**src/sv/tcw_pkg.sv**
```systemverilog
package tcw_pkg;

    localparam int COLUMNS     = 80;
    localparam int ROWS        = 25;
    localparam int CELL_COUNT  = ROWS * COLUMNS;
    localparam int ROW_W       = $clog2(ROWS);
    localparam int ROW_SUM_W   = ROW_W + 1;
    localparam int COL_W       = $clog2(COLUMNS);
    localparam int ADDR_W      = $clog2(CELL_COUNT);
    localparam int QUEUE_DEPTH = 2;
    localparam int QPTR_W      = $clog2(QUEUE_DEPTH);
    localparam int QCNT_W      = $clog2(QUEUE_DEPTH + 1);

    localparam int S_DATA_W = 24;
    localparam int M_DATA_W = 40;

    localparam logic [1:0] OP_PUT   = 2'd0;
    localparam logic [1:0] OP_CLEAR = 2'd1;
    localparam logic [1:0] OP_READ  = 2'd2;

    localparam logic [7:0] CH_NEWLINE   = 8'h0A;
    localparam logic [7:0] CH_BACKSPACE = 8'h08;
    localparam logic [7:0] CH_BLANK     = 8'h20;
    localparam logic [7:0] ATTR_RESET   = 8'h07;

    typedef enum logic [2:0] {
        CMD_PUT,
        CMD_NEWLINE,
        CMD_BACKSPACE,
        CMD_CLEAR,
        CMD_READ,
        CMD_NOP
    } cmd_kind_t;

    typedef struct packed {
        cmd_kind_t        kind;
        logic [7:0]       char_code;
        logic [ROW_W-1:0] read_row;
        logic [COL_W-1:0] read_col;
        logic             in_range;
    } cmd_t;

    typedef enum logic [1:0] {
        ST_SWEEP,
        ST_IDLE,
        ST_READ,
        ST_DONE
    } back_state_t;

endpackage

```
**src/sv/tcw_front.sv**
```systemverilog
module tcw_front import tcw_pkg::*; (
    input  logic                s_tvalid,
    output logic                s_tready,
    input  logic [S_DATA_W-1:0] s_tdata,   // char_code[7:0], read_row[12:8], read_col[19:13]
    input  logic [1:0]          s_tuser,   // op[1:0]
    input  logic                init_busy,
    input  logic                q_full,
    output logic                q_push,
    output cmd_t                q_cmd
);

    logic [7:0] char_code;
    logic [4:0] read_row;
    logic [6:0] read_col;

    assign char_code = s_tdata[7:0];
    assign read_row  = s_tdata[12:8];
    assign read_col  = s_tdata[19:13];

    assign s_tready = !q_full && !init_busy;
    assign q_push   = s_tvalid && s_tready;

    always_comb begin
        q_cmd.char_code = char_code;
        q_cmd.read_row  = ROW_W'(read_row);
        q_cmd.read_col  = COL_W'(read_col);
        q_cmd.in_range  = (32'(read_row) < 32'(ROWS)) && (32'(read_col) < 32'(COLUMNS));
        unique case (s_tuser)
            OP_PUT: begin
                if (char_code == CH_NEWLINE) begin
                    q_cmd.kind = CMD_NEWLINE;
                end else if (char_code == CH_BACKSPACE) begin
                    q_cmd.kind = CMD_BACKSPACE;
                end else begin
                    q_cmd.kind = CMD_PUT;
                end
            end
            OP_CLEAR: q_cmd.kind = CMD_CLEAR;
            OP_READ:  q_cmd.kind = CMD_READ;
            default:  q_cmd.kind = CMD_NOP;
        endcase
    end

endmodule

```
**config.mk**
```make
export PLATFORM = sky130hd
export DESIGN_NAME = tcw_front
export DESIGN_NICKNAME = d
export VERILOG_FILES = /design/src/sv/tcw_pkg.sv /design/src/sv/tcw_front.sv
export SDC_FILE = /design/constraint.sdc
export NUM_CORES = 1
export LEC_CHECK = 0
export ABC_CLOCK_PERIOD_IN_PS = 2250
export BUFFER_PORTS_ARGS = -buffer_cell sky130_fd_sc_hd__buf_2
export CAP_MARGIN = 25
export CORE_AREA = 2 2 39 41
export DETAILED_ROUTE_END_ITERATION = 6
export DIE_AREA = 0 0 41 43
export PLACE_DENSITY = 0.69
export REMOVE_ABC_BUFFERS = 1
export SLEW_MARGIN = 10
export SYNTH_ARGS = -nofsm -noshare
export SYNTH_HDL_FRONTEND = slang
export SYNTH_SLANG_ARGS = --single-unit
```
**constraint.sdc**
```tcl
create_clock -name vclk -period 2.25
set_clock_uncertainty 0.05 [all_clocks]
set_input_delay 0.45 -clock vclk [all_inputs]
set_output_delay 0.45 -clock vclk [all_outputs]
set_load 0.05 [all_outputs]
```
After elaboration in Yosys (flattened, before gate mapping). Index checks and enable logic that the tools add are counted.

Order comparisons: 2. Reduce and logical (&&, ||, !) cells: 6. Equality and inequality tests: 4. Multiplexer cells: 3.

Operators by type and width (number): $eq A8 B4 Y1 const B (2); $pmux W3 S3 (1); $lt A7 B7 Y1 const B (1); $lt A5 B5 Y1 const B (1); $mux W2 (2); $logic_and A1 B1 Y1 (3); $eq A2 B1 Y1 const B (1); $eq A2 B2 Y1 const B (1); $logic_not A1 Y1 (2); $logic_not A2 Y1 (1).

Logic and storage cells: 15. Bits of input ports: 29. Register bits: 0. Output and inout bits: 26.

Depth between registers and ports, before layout.
Depth in word-level cells: 4. Gate-level depth with buffers: 2. Mapped depth without buffers: 2.

Worst setup path before layout. No wires, ideal clock.

Path kind: input to output. Start point: input port s_tdata[4]. End point: output port q_cmd[21] (netlist bit). Slack: -0.454 ns. Stages: 2. Path buffers: 0. Arrival: 2.204 ns. Data required time: 1.750 ns. Cells stage by stage: or4_4 > o31ai_1.

RTL lines: start: declaration (RTL line tcw_front.sv:4) `input logic [S_DATA_W-1:0] s_tdata,`; end: declaration (RTL line tcw_front.sv:9) `output cmd_t q_cmd`.

==> metrics list <==
- Clock period minus worst slack: between 2 and 2.5 ns
- Headroom to the max-slew limit came out at 83.4%.
* Antenna-violating nets left: 0
- In this run, the combinational gates consume 100.0% of the power.
* Core area: approximately 1400 µm²
- The design has 0 sequential cells.
* Share of power burned in the clock network: 0%
- The min-delay analysis places its worst path in the category input port to output pin.
- Run status: complete, no violations
- Including well taps, the total number of placed cells is 71.
- Fraction of final layout cells sized beyond drive strength 1: just over 80%
* Number of buffer and inverter stages on the critical path: 2
* Weighted congestion reported at the end of routability-driven placement: 0.723
- Wires add up to 601 µm.
* Starting Density: 17.5%
- The floorplan step set the die width to 41 µm.
- Prior to clock tree synthesis, the placed netlist has a worst setup slack of 0.0657 ns.
- Max Clock Freq: 460 MHz
* Arrival time of data at the critical path endpoint: between 1.5 and 2 ns
- Max-cap violations: 0
- In the final timing run, aggregate negative setup slack is 0 ns.
- The HPWL after detailed placement is 587 µm.
- In the routed layout, each cell is associated on average with a via count of 4.10.
- For the worst setup path, the data required time is around 1.8 ns.
- Number of library cell types mapped by synthesis: 12
* Maximum vdd drop: 0.0000842 V
* Buffers on Ports: 43
* Switching power of the nets: between 90 and 100 µW
- Cell count after synthesis: 33
- Wire segments on met3 add up to 119 µm in the final route.
- Count of pins on the block boundary: 55
* Hold buffer count at cts: 0
- Met1 WL: 167 µm
- CTS-repair resized insts: 0
- The number of setup buffers added after CTS is 0.
* Final nets: 86
- Crit path cell chain: buf_2 > or4_4 > o41ai_2 > buf_2
- Slack of the critical path: 0.0783 ns
- Std-Cell Rows: 14
- The first global-routing pass estimated about 740 µm of wire.
* Switching part of the total: 74.8%
* Global route total overflow: 0
- In this design, the critical path's most frequently occurring cell is sky130_fd_sc_hd__buf_2.
- Static Leak: between 0.0002 and 0.00025 µW
- Antenna Diode Count: 0
- Power spread over the standard cell area amounts to 387 nW/µm².
- Number of remaining DRC errors: 0
- Final setup violation count: 0
* 1st-iter DRT viols: 0
- For this design, the slowest cell found on the critical path is sky130_fd_sc_hd__or4_4.
- Setup repair after global routing left no endpoint under its margin.
- Counting the fill cells in the layout gives 154.
* Synth Area in XOR/XNOR: 0%
- Main combinational cell family by area after synthesis: buffers and inverters
* Number of global-route vias before repair: 233
- Routed length per instance: 8.46 µm
- Entering global routing, the biggest net connects 4 pins.
- Register Area: 0 µm²
* Sequential power share: 0%
- Share of the synthesized area in the top cell type: between 60% and 70%
- Along the worst path, the maximum fanout reaches 2.
- Summed over all instances, the cell type with the most area after synthesis is sky130_fd_sc_hd__buf_4.
* Final Max Tran Viols: 0
- Proportion of synthesized area in mux cells: 0%
- Average cell area after synthesis: 7.36 µm²
* Global-route usage over all layers: 5.79%
* Total of warnings raised by yosys: 0
- Count of clock buffers in the final design: 0
* Initial antenna violation count: 0
- On the worst path, the slowest cell contributes a delay of 0.54 ns.
- Sequential elements use 0% of the synthesized area.
- Highest layer used for signal routing: met3
* Final period util: 96.5%
- The die covers about 1800 µm².
* Compound-cell area share of the yosys netlist: 15.5%
- After Yosys synthesis, and, or, nand and nor cells account for 18.0% of the synthesized area.
* Number of search-and-repair iterations in the first detailed-routing pass: 1
- Slew at the pin closest to its max-slew limit: 0.251 ns
- Routed met2 length: between 300 and 400 µm
- Die extent in y: 43 µm
- The worst setup path is captured at an output pin.
- Yosys attributes the largest share of cell area to sky130_fd_sc_hd__buf_4 (62%), sky130_fd_sc_hd__o41ai_2 (6.7%), sky130_fd_sc_hd__and2_1 (5.2%), sky130_fd_sc_hd__or4_4 (4.6%), sky130_fd_sc_hd__or4b_1 (4.1%).
- Class of the most critical setup path: input port to output pin
* Mapped cell area: between 200 and 250 µm²
- In this design, the largest share of critical-path delay is due to simple AND/OR/NAND/NOR gates.
* Number of endpoints with negative hold slack in the final report: 0
- Int Pwr: 31.7 µW
- Startpoint type of the worst setup path: input port
- Number of cells in the finished layout apart from fillers: 71
* Vias after detailed routing: 291
- Of the total synthesized cell area, the portion taken by full adders, half adders and majority gates is 0%.
- The area growth from synthesis to layout is 33.5%.
## per-layer routing
metal	vias up	track usage [%]
li1	134	-
met1	118	2.85
met5	-	0
met3	0	1.05
met2	39	14.7
met4	0	0
## power by group through the flow
stage / Combinational (µW) / Sequential [µW] / Clock, µW
floorplan: 26.2 / 0 / 0
global placement: 126 / 0 / 0
detailed placement: 127 / 0 / 0
CTS: 127 / 0 / 0
global route: 132 / 0 / 0
finish: 126 / 0 / 0
## metrics by stage
step                      util (%)  area [µm²]  hold WS (ns)  total power [µW]
after floorplan                  -        88.8         0.850              26.2
after global placement        23.4         324         0.850               126
after detailed placement      23.4         324         0.850               127
after CTS                     23.4         324         0.850               127
after global routing          23.4         324         0.850               132
final                         23.4         324         0.850               126
## worst paths after layout
kind	from	end	slack, ns	cells after the start
min	s_tdata[15]	q_cmd[3]	0.85	0
max	s_tdata[4]	q_cmd[22]	0.08	4
## logic make-up after synthesis
family,count (synthesis)
buf+inv,23
simple gates,6
compound gates,4
## cell usage in the layout (no fill, tap or decap)
cell,synthesis,final
sky130_fd_sc_hd__inv_1,2,2
sky130_fd_sc_hd__o311ai_1,1,1
sky130_fd_sc_hd__or4b_1,1,1
sky130_fd_sc_hd__nand2b_1,1,1
sky130_fd_sc_hd__o41ai_2,1,1
sky130_fd_sc_hd__or4_4,1,1
sky130_fd_sc_hd__o21ai_0,1,1
sky130_fd_sc_hd__nor2_1,1,1
sky130_fd_sc_hd__buf_2,0,43
sky130_fd_sc_hd__and2_1,2,2
sky130_fd_sc_hd__o31ai_1,1,1
## synth_stat cells (all sizes together)
cell type / number
and2: 2
buf: 20
clkbuf: 1
inv: 2
nand2b: 1
nor2: 1
o21ai: 1
o311ai: 1
o31ai: 1
o41ai: 1
or4: 1
or4b: 1
## cell type report
type                            instances  area, µm²  area share (%)
Inverter                                2       7.51            2.32
Multi-Input combinational cell         10       81.3            25.1
Tap cell                               16       20.0            6.18
Timing Repair Buffer                   43        215            66.4
Power figures use the tool's default switching activity.
