### config.mk
export PLATFORM = sky130hd
export DESIGN_NAME = tcw_queue
export DESIGN_NICKNAME = d
export VERILOG_FILES = /design/src/sv/tcw_pkg.sv /design/src/sv/tcw_queue.sv
export SDC_FILE = /design/constraint.sdc
export NUM_CORES = 1
export LEC_CHECK = 0
export ABC_AREA = 1
export BUFFER_PORTS_ARGS = -buffer_cell sky130_fd_sc_hd__buf_2
export CAP_MARGIN = 10
export CELL_PAD_IN_SITES_DETAIL_PLACEMENT = 2
export CELL_PAD_IN_SITES_GLOBAL_PLACEMENT = 2
export CORE_UTILIZATION = 25
export DETAILED_ROUTE_END_ITERATION = 10
export PLACE_DENSITY_LB_ADDON = 0.25
export SYNTH_ARGS = -nofsm -noshare
export SYNTH_HDL_FRONTEND = slang
export SYNTH_SLANG_ARGS = --single-unit
### constraint.sdc
create_clock -name aclk -period 2.85 [get_ports aclk]
set_input_delay 0.57 -clock aclk [delete_from_list [all_inputs] [get_ports aclk]]
set_output_delay 0.57 -clock aclk [all_outputs]
set_load 0.01 [all_outputs]
### src/sv/tcw_pkg.sv
package tcw_pkg;

    localparam int COLUMNS     = 80;
    localparam int ROWS        = 25;
    localparam int CELL_COUNT  = ROWS * COLUMNS;
    localparam int ROW_W       = $clog2(ROWS);
    localparam int ROW_SUM_W   = ROW_W + 1;
    localparam int COL_W       = $clog2(COLUMNS);
    localparam int ADDR_W      = $clog2(CELL_COUNT);
    localparam int QUEUE_DEPTH = 2;
    localparam int QPTR_W      = $clog2(QUEUE_DEPTH);
    localparam int QCNT_W      = $clog2(QUEUE_DEPTH + 1);

    localparam int S_DATA_W = 24;
    localparam int M_DATA_W = 40;

    localparam logic [1:0] OP_PUT   = 2'd0;
    localparam logic [1:0] OP_CLEAR = 2'd1;
    localparam logic [1:0] OP_READ  = 2'd2;

    localparam logic [7:0] CH_NEWLINE   = 8'h0A;
    localparam logic [7:0] CH_BACKSPACE = 8'h08;
    localparam logic [7:0] CH_BLANK     = 8'h20;
    localparam logic [7:0] ATTR_RESET   = 8'h07;

    typedef enum logic [2:0] {
        CMD_PUT,
        CMD_NEWLINE,
        CMD_BACKSPACE,
        CMD_CLEAR,
        CMD_READ,
        CMD_NOP
    } cmd_kind_t;

    typedef struct packed {
        cmd_kind_t        kind;
        logic [7:0]       char_code;
        logic [ROW_W-1:0] read_row;
        logic [COL_W-1:0] read_col;
        logic             in_range;
    } cmd_t;

    typedef enum logic [1:0] {
        ST_SWEEP,
        ST_IDLE,
        ST_READ,
        ST_DONE
    } back_state_t;

endpackage

### src/sv/tcw_queue.sv
module tcw_queue import tcw_pkg::*; (
    input  logic aclk,
    input  logic aresetn,
    input  logic push,
    input  cmd_t cmd_in,
    input  logic pop,
    output cmd_t cmd_out,
    output logic cmd_valid,
    output logic full
);

    cmd_t              slot_reg [QUEUE_DEPTH];
    logic [QPTR_W-1:0] wr_ptr_reg, wr_ptr_next;
    logic [QPTR_W-1:0] rd_ptr_reg, rd_ptr_next;
    logic [QCNT_W-1:0] count_reg, count_next;
    logic              do_push, do_pop;

    assign full      = (count_reg == QCNT_W'(QUEUE_DEPTH));
    assign cmd_valid = (count_reg != '0);
    assign cmd_out   = slot_reg[rd_ptr_reg];
    assign do_push   = push && !full;
    assign do_pop    = pop && cmd_valid;

    always_comb begin
        wr_ptr_next = wr_ptr_reg;
        rd_ptr_next = rd_ptr_reg;
        count_next  = count_reg;
        if (do_push) begin
            wr_ptr_next = (wr_ptr_reg == QPTR_W'(QUEUE_DEPTH - 1)) ? '0 : wr_ptr_reg + 1'b1;
        end
        if (do_pop) begin
            rd_ptr_next = (rd_ptr_reg == QPTR_W'(QUEUE_DEPTH - 1)) ? '0 : rd_ptr_reg + 1'b1;
        end
        if (do_push && !do_pop) begin
            count_next = count_reg + 1'b1;
        end else if (do_pop && !do_push) begin
            count_next = count_reg - 1'b1;
        end
    end

    always_ff @(posedge aclk) begin
        if (!aresetn) begin
            wr_ptr_reg <= '0;
            rd_ptr_reg <= '0;
            count_reg  <= '0;
        end else begin
            wr_ptr_reg <= wr_ptr_next;
            rd_ptr_reg <= rd_ptr_next;
            count_reg  <= count_next;
        end
    end

    always_ff @(posedge aclk) begin
        if (do_push) begin
            slot_reg[wr_ptr_reg] <= cmd_in;
        end
    end

endmodule

After elaboration in Yosys (flattened, before gate mapping)
Memories as Yosys holds them, arrays and structs flattened. A register that Yosys moved wholly into a read port is not among the register bits.
Index checks and enable logic that the tools add are counted.
{"block": "totals", "ff_bits": 4, "ram_bits": 48, "input_bits": 28, "output_inout_bits": 26, "wordCells": 26, "memories": 1}
{"name": "slot_reg", "words": 2, "word_bits": 24, "read_ports": 1, "rd_ports_with_merged_regs": 1, "wr": 1, "line": "tcw_queue.sv:12", "rtl": "cmd_t slot_reg [QUEUE_DEPTH];"}
{"block": "classes", "addsub": 4, "n_eq_ne": 1, "muxes": 8, "reduce_logical": 9}
{"cell": "$mux 1", "n": 6}
{"cell": "$logic_and 1x1->1", "n": 4}
{"cell": "$mux 2", "n": 2}
{"cell": "$reduce_bool 2->1", "n": 2}
{"cell": "$logic_not 1->1", "n": 3}
{"cell": "$add 1x1->1 const B", "n": 2}
{"cell": "$add 2x1->2 const B", "n": 1}
{"cell": "$eq 2x2->1 const B", "n": 1}
{"cell": "$sub 2x1->2 const B", "n": 1}

Longest topological paths before layout
{"block": "logic_depth", "ltp_word": 7, "ltp_mapped": 10, "mapped_depth_nobuf": 10}

Worst setup path after synthesis
No wires, ideal clock.
{"block": "synth_path", "path_type": "input port to flip-flop", "from": "input port push", "to": "memory slot_reg[1][0] (netlist bit), enable pin", "setup_time_ns": 0.405, "t_arrival_ns": 1.662, "required_time_ns": 2.445, "slack_ns": 0.783, "stages": 2, "path_buffers": 0, "cell_sequence": "o21ai_2 > nor2_1"}
{"block": "synth_via", "elab_chain_len": 3}
{"item": "from (decl)", "line": "tcw_queue.sv:4", "rtl": "input logic push,"}
{"item": "$logic_and 1x1->1", "line": "tcw_queue.sv:21", "rtl": "assign do_push = push && !full;"}
{"item": "$mux 1", "line": "tcw_queue.sv:54", "rtl": "if (do_push) begin"}
{"item": "$mux 1 (implied by the code)", "line": "tcw_queue.sv:55", "rtl": "slot_reg[wr_ptr_reg] <= cmd_in;"}
{"item": "to (decl)", "line": "tcw_queue.sv:12"}
Every way passes these cells.

==> impl_metrics.py <==
metrics = {
    "run_status": {
        "outcome": "finished, final reports clean",
    },
    "floorplan": {
        "coreArea_um2": 7890,
        "rows": 32,
        "ios": 54,
        "dieHeight_um": 93.3,
        "dieArea_um2": 8700,
        "die_x_um": 93.3,
        "initial_core_util_pct": 26.4,
    },
    "timing": {
        "hold_viol": 0,
        "max-slew-margin-rel_pct": 63.2,
        "min_period_over_period_pct": 76.5,
        "setup_viol": 0,
        "max_freq_mhz": 459,
        "layout_min_cycle_time_ns": 2.18,
        "rsz0062_at_grt": "no",
        "worst_pin_slew_ns": 0.551,
        "finalClockSkew_ns": 0.00301,
        "drv_slew": 0,
        "fin_tns_setup_ns": 0,
    },
    "synth": {
        "syn-instance-count": 112,
        "synthTopCellsByArea": "edfxtp_1 69%, mux2_4 14%, dfxtp_1 4.8%",
        "synth-edff-count": 48,
        "synth.net_count": 141,
        "yosysMostFrequentCell": "edfxtp_1",
        "yosysWarnings": 0,
        "yosys.area.top_type_share_pct": 69.2,
        "syn_area_um2": 2080,
        "synth.distinct_cells": 17,
        "synth_area_leader_cell": "edfxtp_1",
        "synth.avg_cell_area_um2": 18.6,
        "synth_common_cells": "48 x edfxtp_1, 20 x mux2_4, 9 x nor2_1",
        "synth-async-reset-ratio_pct": 0,
        "ys_seq_area_share_pct": 74.0,
        "synth-main-ff-cell": "edfxtp_1",
        "synth-seq-cells": 53,
    },
    "layout": {
        "syn_to_final_growth_pct": 21.8,
        "drive_above_1_share_pct": 52.6,
        "largest_register_ffs": 48,
        "finalNetCount": 201,
        "fillers": 814,
        "num_antenna_cells": 0,
        "design_area_um2": 2540,
    },
    "critical_path": {
        "worstPathMaxFanout": 17,
        "critical-path-top-delay-family": "buffers and inverters",
        "startpoint_type": "flip-flop",
        "path_depth": 3,
        "criticalPathCategory": "reg -> out",
        "r2r_cells": 3,
        "path_cells": "buf_4 -> mux2_4 -> buf_2",
        "cpMaxStageDelayCell": "dfxtp_2",
        "worstPathRequired_ns": 2.28,
        "crit_arrival_ns": 1.61,
        "slowest_delay_ns": 0.46,
        "path_buf_inv": 2,
        "end_kind": "output port",
    },
    "power_and_ir_drop": {
        "power.internal_mw": 1.44,
        "seqPwrFrac_pct": 51.0,
        "p_clk_share_pct": 20.1,
        "power_density_nw_per_um2": 805,
        "p_leak_nw": 1.00,
        "power.switching_mw": 0.598,
        "pwr-share-comb_pct": 28.9,
        "p_sw_share_pct": 29.3,
        "vdd_drop_max_v": 0.000252,
    },
    "drt": {
        "drc": 0,
        "firstDrtPassIters": 4,
        "drt_iter0_drc": 13,
        "vias": 1115,
        "wire_per_inst_um": 15.1,
        "wirelength_mm": 4.14,
        "detail_route.vias_per_cell": 4.05,
        "ant_nets": 0,
    },
    "grt": {
        "grt_max_degree": 18,
        "global_route.usage.total_pct": 10.3,
        "grt_pass1_wl_mm": 6.56,
        "overflow": 0,
        "grt_pass1_vias": 1218,
        "antenna_found_initial": 0,
    },
    "clock_network": {
        "postCtsHoldBufs": 0,
        "htree_levels": 2,
        "cts_sinks": 53,
        "post_cts_buffers": 0,
        "clk_pin_slew_worst_paths_ns": 0.09,
        "clock_insertion_delay_worst_skew_ns": 0.30,
        "cts_buffers": 5,
        "tritoncts": "done",
        "cts_resized": 0,
        "root_buffer": "clkbuf_8",
        "cts_buffer_depth": 2,
    },
    "min_path": {
        "hold_class": "in -> reg",
        "hold_depth": 1,
    },
    "placement": {
        "numPortBuffers": 53,
        "postPlaceCellArea_um2": 2450,
        "gp_congestion": 0.669,
        "hpwl_mm": 3.13,
    },
    "run": {
        "max_cap_violations": 0,
    },
}
-- cells by family after synthesis --
logic type / count (synthesis) / share of synthesized area (%)
DFF: 53 / 74.0
muxes: 24 / 16.6
and+or+nand+nor: 18 / 3.42
buffers and inverters: 11 / 3.90
AOI/OAI and AO/OA: 5 / 1.50
adders and majority gates: 1 / 0.601
-- path summary, 6_finish.rpt --
path	from	endpoint	slack, ns
setup / recovery	flip-flop	cmd_out[20]	0.67
hold / removal	cmd_in[0]	slot_reg[1][0]	0.45
hold reg to reg	rd_ptr_reg	flip-flop	0.52
setup reg to reg	count_reg[0]	slot_reg[0][15]	1.18
-- cells in the final DEF, fill, tap and decap left out, types with 2 or more instances in the layout --
cell,synthesis,final
mux2_2,4,4
clkbuf_8,0,5
o21ai_0,2,2
buf_4,0,3
mux2_4,20,20
inv_1,7,7
nor2_2,0,2
nor2_1,9,7
edfxtp_1,48,48
clkbuf_1,0,2
dfxtp_1,5,4
nand2_1,7,7
buf_2,0,53
-- power by group through the flow --
stage / combinational (mW) / clock [mW] / sequential, mW
2_1_floorplan: 0.444 / 0 / 1.04
3_3_place_gp: 0.582 / 0 / 1.05
3_5_place_dp: 0.610 / 0 / 1.07
4_1_cts: 0.611 / 0.432 / 1.05
5_1_grt: 0.650 / 0.464 / 1.06
6_report: 0.590 / 0.411 / 1.04
-- per-layer routing --
metal / vias up / wire length [µm] / global-route usage, %
met5: - / 0 / 0
met4: 0 / 49 / 3.85
met3: 6 / 240 / 3.09
met2: 36 / 2080 / 17.3
met1: 547 / 1770 / 12.5
li1: 526 / - / -
-- metrics by stage --
step | setup WS, ns | hold slack, ns | utilization (%) | instances | total power [mW]
2_1_floorplan | 0.783 | 0.467 | - | 112 | 1.48
3_3_place_gp | 0.987 | 0.485 | 31.1 | 267 | 1.63
3_5_place_dp | 0.936 | 0.508 | 31.1 | 267 | 1.68
4_1_cts | 0.612 | 0.438 | 32.2 | 275 | 2.09
5_1_grt | 0.577 | 0.435 | 32.2 | 275 | 2.17
6_report | 0.670 | 0.455 | 32.2 | 275 | 2.04
-- final cells by class --
cell class / instances / area (µm²) / area share [%]
Multi-Input combinational cell: 48 / 465 / 18.3
Clock inverter: 1 / 7.51 / 0.296
Timing Repair Buffer: 56 / 288 / 11.3
Tap cell: 102 / 128 / 5.03
Clock buffer: 7 / 76.3 / 3.01
Sequential cell: 53 / 1540 / 60.8
Inverter: 8 / 30.0 / 1.18
(Power assumes the default switching activity.)
